--- config.mk ---
export PLATFORM = sky130hd
export DESIGN_NAME = brf_cell
export DESIGN_NICKNAME = d
export VERILOG_FILES = /design/src/rtl/core/brf_pkg.sv /design/src/rtl/core/brf_cell.sv
export SDC_FILE = /design/constraint.sdc
export NUM_CORES = 1
export LEC_CHECK = 0
export BUFFER_PORTS_ARGS = -buffer_cell sky130_fd_sc_hd__buf_4
export CORE_MARGIN = 1
export CORE_UTILIZATION = 44
export CTS_CLUSTER_DIAMETER = 200
export CTS_CLUSTER_SIZE = 14
export DETAILED_ROUTE_END_ITERATION = 8
export GPL_ROUTABILITY_DRIVEN = 0
export GPL_TIMING_DRIVEN = 0
export PLACE_DENSITY = 0.75
export SYNTH_ARGS = -nofsm -noshare
export SYNTH_HDL_FRONTEND = slang
export SYNTH_SLANG_ARGS = --single-unit
--- constraint.sdc ---
create_clock -name clk -period 2.6 [get_ports clk]
set_input_delay 0.26 -clock clk [delete_from_list [all_inputs] [get_ports clk]]
set_output_delay 0.26 -clock clk [all_outputs]
set_load 0.02 [all_outputs]
--- src/rtl/core/brf_pkg.sv ---
// package for the byte ring fifo with peek
// shared types, codes and defaults; no dependencies
`default_nettype none

package brf_pkg;

  // default number of storage cells in the chain
  localparam int MAX_DEPTH_DEF = 256;

  // field widths
  localparam int DATA_W  = 8;
  localparam int COUNT_W = 9;
  localparam int MODE_W  = 2;
  localparam int POS_W   = 8;

  // capacity register after reset
  localparam logic [COUNT_W-1:0] CAP_RESET = 9'd256;

  // register word index on the config port
  localparam logic REG_CAPACITY = 1'b0;

  // operation codes
  typedef enum logic [MODE_W-1:0] {
    MODE_ADD    = 2'd0,
    MODE_REMOVE = 2'd1,
    MODE_PEEK   = 2'd2
  } mode_t;

  // result status codes
  typedef enum logic [1:0] {
    ST_OK    = 2'd0,
    ST_FULL  = 2'd1,
    ST_EMPTY = 2'd2,
    ST_RANGE = 2'd3
  } status_t;

  // operation token that walks the cell chain
  typedef struct packed {
    logic               valid;
    logic               wr;
    logic               rd;
    logic [DATA_W-1:0]  data;
    status_t            status;
    logic [COUNT_W-1:0] fill_count;
    logic               is_full;
    logic               is_empty;
  } brf_tok_t;

endpackage

`default_nettype wire

--- src/rtl/core/brf_cell.sv ---
// one storage cell of the chain: holds the byte of its slot
// and passes the operation token on to the next cell; uses brf_pkg
`default_nettype none

module brf_cell #(
  parameter int SW  = 8,
  parameter int IDX = 0
) (
  input  wire logic              clk,
  input  wire logic              rst,
  input  wire logic              adv,
  input  wire brf_pkg::brf_tok_t tok_in,
  input  wire logic [SW-1:0]     slot_in,
  output brf_pkg::brf_tok_t      tok_out,
  output logic [SW-1:0]          slot_out
);
  import brf_pkg::*;

  logic [DATA_W-1:0] slot_byte;
  logic              hit;
  brf_tok_t          tok_next;

  assign hit = tok_in.valid && (slot_in == SW'(IDX));

  // stored byte of this slot
  always_ff @(posedge clk) begin
    if (adv && hit && tok_in.wr) begin
      slot_byte <= tok_in.data;
    end
  end

  // token payload, picking up the byte on a peek of this slot
  always_comb begin
    tok_next = tok_in;
    if (hit && tok_in.rd) begin
      tok_next.data = slot_byte;
    end
  end

  // token stage towards the next cell
  always_ff @(posedge clk) begin
    if (rst) begin
      tok_out.valid <= 1'b0;
    end else if (adv) begin
      tok_out  <= tok_next;
      slot_out <= slot_in;
    end
  end

endmodule

`default_nettype wire

[Yosys cells after proc, flatten, opt, wreduce, memory -nomap -nowiden]
Index checks and enable logic that the tools add are counted.
Word-level totals
  output and inout bits: 32
  logic and storage cells: 18
  register bits after elaboration: 40
  bits of input ports: 35
Operators by class
  bitwise operators: 1
  muxes and demuxes: 1
  reductions and logical operators: 6
Operator list (number)
  $logic_not A8 Y1: 1
  $mux W8: 1
  $logic_and A1 B1 Y1: 4
  $reduce_and A2 Y1: 1
  $not A1 Y1: 1

[Longest topological paths before layout]
  depth after elaboration: 4
  mapped depth: 3
  mapped depth without buffers: 3

[Worst setup path after synthesis]
OpenSTA, ideal clock, no wires.
  path type: input port to flip-flop
  from: input port rst
  to: register slot_out[0] (enable)
  data required time: 2.177 ns
  slack: 0.509 ns
  setup time: 0.423 ns
  path buffers: 0
  cell stages on the path: 1
  arrival time: 1.668 ns
  path through: nor2b_1
Between the ends
  cells in the longest elaborated chain, start to end: 2
RTL lines
  from (decl): RTL line brf_cell.sv:10  | input wire logic rst,
  $not A1 Y1 (no source line)
  $reduce_and A2 Y1 (no source line)
  to (signal assigned): RTL line brf_cell.sv:46  | slot_out <= slot_in;
  to (decl): RTL line brf_cell.sv:15  | output logic [SW-1:0] slot_out
No other way between the ends.
A chain may end at the register's enable or synchronous reset.

[Worst setup path after layout]
  from: input port slot_in[1]
  to: register slot_byte[2] (enable)
Between the ends
  cells in the longest elaborated chain, start to end: 4
RTL lines
  from (decl): RTL line brf_cell.sv:13  | input wire logic [SW-1:0] slot_in,
  $logic_not A8 Y1: RTL line brf_cell.sv:23  | assign hit = tok_in.valid && (slot_in == SW'(IDX));
  $logic_and A1 B1 Y1: RTL line brf_cell.sv:23
  $logic_and A1 B1 Y1 (2 in a row): RTL line brf_cell.sv:27  | if (adv && hit && tok_in.wr) begin
  to (signal assigned): RTL line brf_cell.sv:28  | slot_byte <= tok_in.data;
  to (decl): RTL line brf_cell.sv:19  | logic [DATA_W-1:0] slot_byte;
No other way between the ends.

==> results.sh <==
export IMPL_cts_buffers=5
export IMPL_max_slew_margin_rel_pct=45.56
export IMPL_cts_sinks=40
export IMPL_syn_nets=94
export IMPL_reg2reg_slack_ns=1.69
export IMPL_power_frac_clock_pct=23.5
export IMPL_drc=8
export IMPL_wl_met2_microns=1184
export IMPL_clockBufferDepth=2
export IMPL_max_cap_violations=0
export IMPL_num_rows=19
export IMPL_pwr_share_comb_pct=13.8
export IMPL_status="complete, but fails checks"
export IMPL_cp_end_kind="flip-flop"
export IMPL_critPathMaxFanout=8
export IMPL_dr_max_layer_used="met4"
export IMPL_io_buffers=66
export IMPL_cts_tree="yes"
export IMPL_r2r_end="tok_out[17]"
export IMPL_finalCritPeriodShare_pct=52.64
export IMPL_grt_max_degree=19
export IMPL_ant_nets=0
export IMPL_cts_root_buf="clkbuf_4"
export IMPL_grt_pass1_vias=843
export IMPL_wl_met1_microns=883
export IMPL_worstHoldStart="rst"
export IMPL_path_class="input port to flip-flop"
export IMPL_die_w_microns=57.96
export IMPL_switching_share_pct=22.93
export IMPL_cp_cell_sequence="buf_4, nor4_4, nand2_1, nor2_1"
export IMPL_ff2ff_path_depth=1
export IMPL_synth_area_leaders="edfxtp_1 85%, mux2_2 6.5%, nand4_4 1.5%, nor4_4 1.5%, dfxtp_1 1.5%"
export IMPL_wirelength_microns=2491
export IMPL_critical_path_required_ns=2.58
export IMPL_fin_worst_skew_ns=0.006702
export IMPL_post_cts_setup_buffers=0
export IMPL_syn_avg_cell_area_sq_um=23.35
export IMPL_post_place_ws_ns=0.8507
export IMPL_grt_usage_pct=16.34
export IMPL_via_per_inst=4.872
export IMPL_hold_buffers=0
export IMPL_initial_utilization_pct=48.29
export IMPL_wire_per_inst_microns=15.19
export IMPL_violations="design-rule violations"
export IMPL_clkSlewWorstSetupHoldPaths_ns=0.10
export IMPL_synth_top_area_cell="edfxtp_1"
export IMPL_area_growth_syn_to_layout_pct=44.60
export IMPL_yosysWarningCount=0
export IMPL_cts_resized=0
export IMPL_io_pin_count=67
export IMPL_rsz0062_at_grt="false"
export IMPL_slew_viol_final=0
export IMPL_wl_met3_microns=383
export IMPL_worstReg2RegStart="slot_byte[4]"
export IMPL_die_h_microns=57.96
export IMPL_vdd_drop_max_mv=0.4638
export IMPL_grt_pass1_wl_microns=3843
export IMPL_grt_ovfl_total=0
export IMPL_p_int_uw=926.7
export IMPL_yosysTopAreaCellShare_pct=85.01
export IMPL_min_period_ns=1.369
export IMPL_drive_above_1_share_pct=64.66
export IMPL_antenna_cells=0
export IMPL_arrival_ns=1.35
export IMPL_p_seq_share_pct=62.7
export IMPL_synth_ff_latch_count=40
export IMPL_powerDensity_nw_per_um2=603.6
export IMPL_critPathLaunchType="input port"
export IMPL_setup_viol=0
export IMPL_layout_nets=168
export IMPL_whs_path_depth=2
export IMPL_worst_slack_ns=1.231
export IMPL_core_sq_um=2853
export IMPL_antenna_found_initial=0
export IMPL_hp_class="input port to flip-flop"
export IMPL_finalHoldViolations=0
export IMPL_vias=799
export IMPL_min_to="tok_out[23]"
export IMPL_drtIter0Drc=14
export IMPL_netlist_area_sq_um=1378
export IMPL_yosysSeqAreaShare_pct=86.47
export IMPL_htree_levels=2
export IMPL_tightest_slew_ns=0.8130
export IMPL_clk_latency_ns=0.34
export IMPL_synth_cell_type_count=11
export IMPL_max_stage_delay_ns=0.52
export IMPL_dr_pass1_iters=5
export IMPL_leakagePower_uw=0.0007896
export IMPL_p_sw_uw=275.7
export IMPL_fmax_ghz=0.7307
export IMPL_utilization_pct=69.82
export IMPL_synthCells=59
export IMPL_dieArea_sq_um=3359
export IMPL_slowest_stage="nor2_1"
## power groups by stage
| stage | Combinational (uW) | Sequential (uW) | Clock [uW] |
|---|---|---|---|
| after CTS | 168 | 754 | 297 |
| after global routing | 175 | 757 | 321 |
| after detailed placement | 168 | 769 | 0 |
| after global placement | 158 | 770 | 0 |
| after floorplan | 17.7 | 814 | 0 |
| final | 166 | 753 | 283 |
## critical path: cells and delay by family
kind	cells	cell delay, ns
and+or+nand+nor	3	0.96
buffers and inverters	1	0.12
## synth_stat cells
cell type	n
nor2_1	4
nor3b_2	1
nand4_1	1
nor2b_1	1
nor4_4	1
nand4_4	1
edfxtp_1	39
nand2_1	1
dfxtp_1	1
mux2_2	8
mux2i_1	1
## cell type report
class | instances | area, sq um
sequential | 40 | 1191
fill | 197 | 860.8
timing repair buffer | 67 | 523.0
multi-input combinational | 19 | 188.9
tap | 31 | 38.79
clock buffer | 5 | 37.54
clock inverter | 2 | 12.51
## state kept, by name (all words and copies together), names as in the netlist
signal	flops
tok_out	24
slot_out	8
slot_byte	8
## per-layer routing
metal	track usage [%]	vias to the layer above
li1	-	382
met1	18.83	358
met2	24.96	54
met3	8.705	5
met4	8.163	0
met5	0	-
## how the worst max path moves through the flow
| stage | start | to | cells past startpoint | slack [ns] |
|---|---|---|---|---|
| floorplan | rst | slot_out[0] | 1 | 0.51 |
| CTS | slot_in[1] | slot_byte[0] | 4 | 1.23 |
| finish | slot_in[1] | slot_byte[2] | 4 | 1.23 |
| detailed placement | slot_in[1] | slot_byte[5] | 4 | 0.85 |
| global route | slot_in[1] | slot_byte[0] | 4 | 1.16 |
| global placement | adv | tok_out[12] | 2 | -0.1 |
## stage by stage
step                      area [sq um]  power, uW  hold slack [ns]  TNS [ns]  cells
final                             1992       1202          0.08442         0    164
after global routing              1992       1254          0.05638         0    164
after CTS                         1992       1219          0.06725         0    164
after detailed placement          1942      936.2           0.4396         0    157
after global placement            1912      927.4           0.4280    -3.036    156
after floorplan                   1378      831.4           0.3324         0     59
## cell usage in the layout, fill, tap and decap left out
cell type   count
mux2_2          8
buf_16          1
mux2i_1         1
clkinvlp_4      1
nand2_1         1
edfxtp_1       39
nor3b_2         1
nor2b_2         1
clkinv_2        1
buf_4          66
nor2_1          4
nand4_1         1
nor4_4          1
nand4_4         1
dfxtp_1         1
clkbuf_4        5
## kinds of logic after synthesis
logic type | after synthesis | synth area share (%)
flip-flops | 40 | 86.47
multiplexers | 9 | 7.266
AND/OR/NAND/NOR | 10 | 6.267
Power figures use the tool's default switching activity.
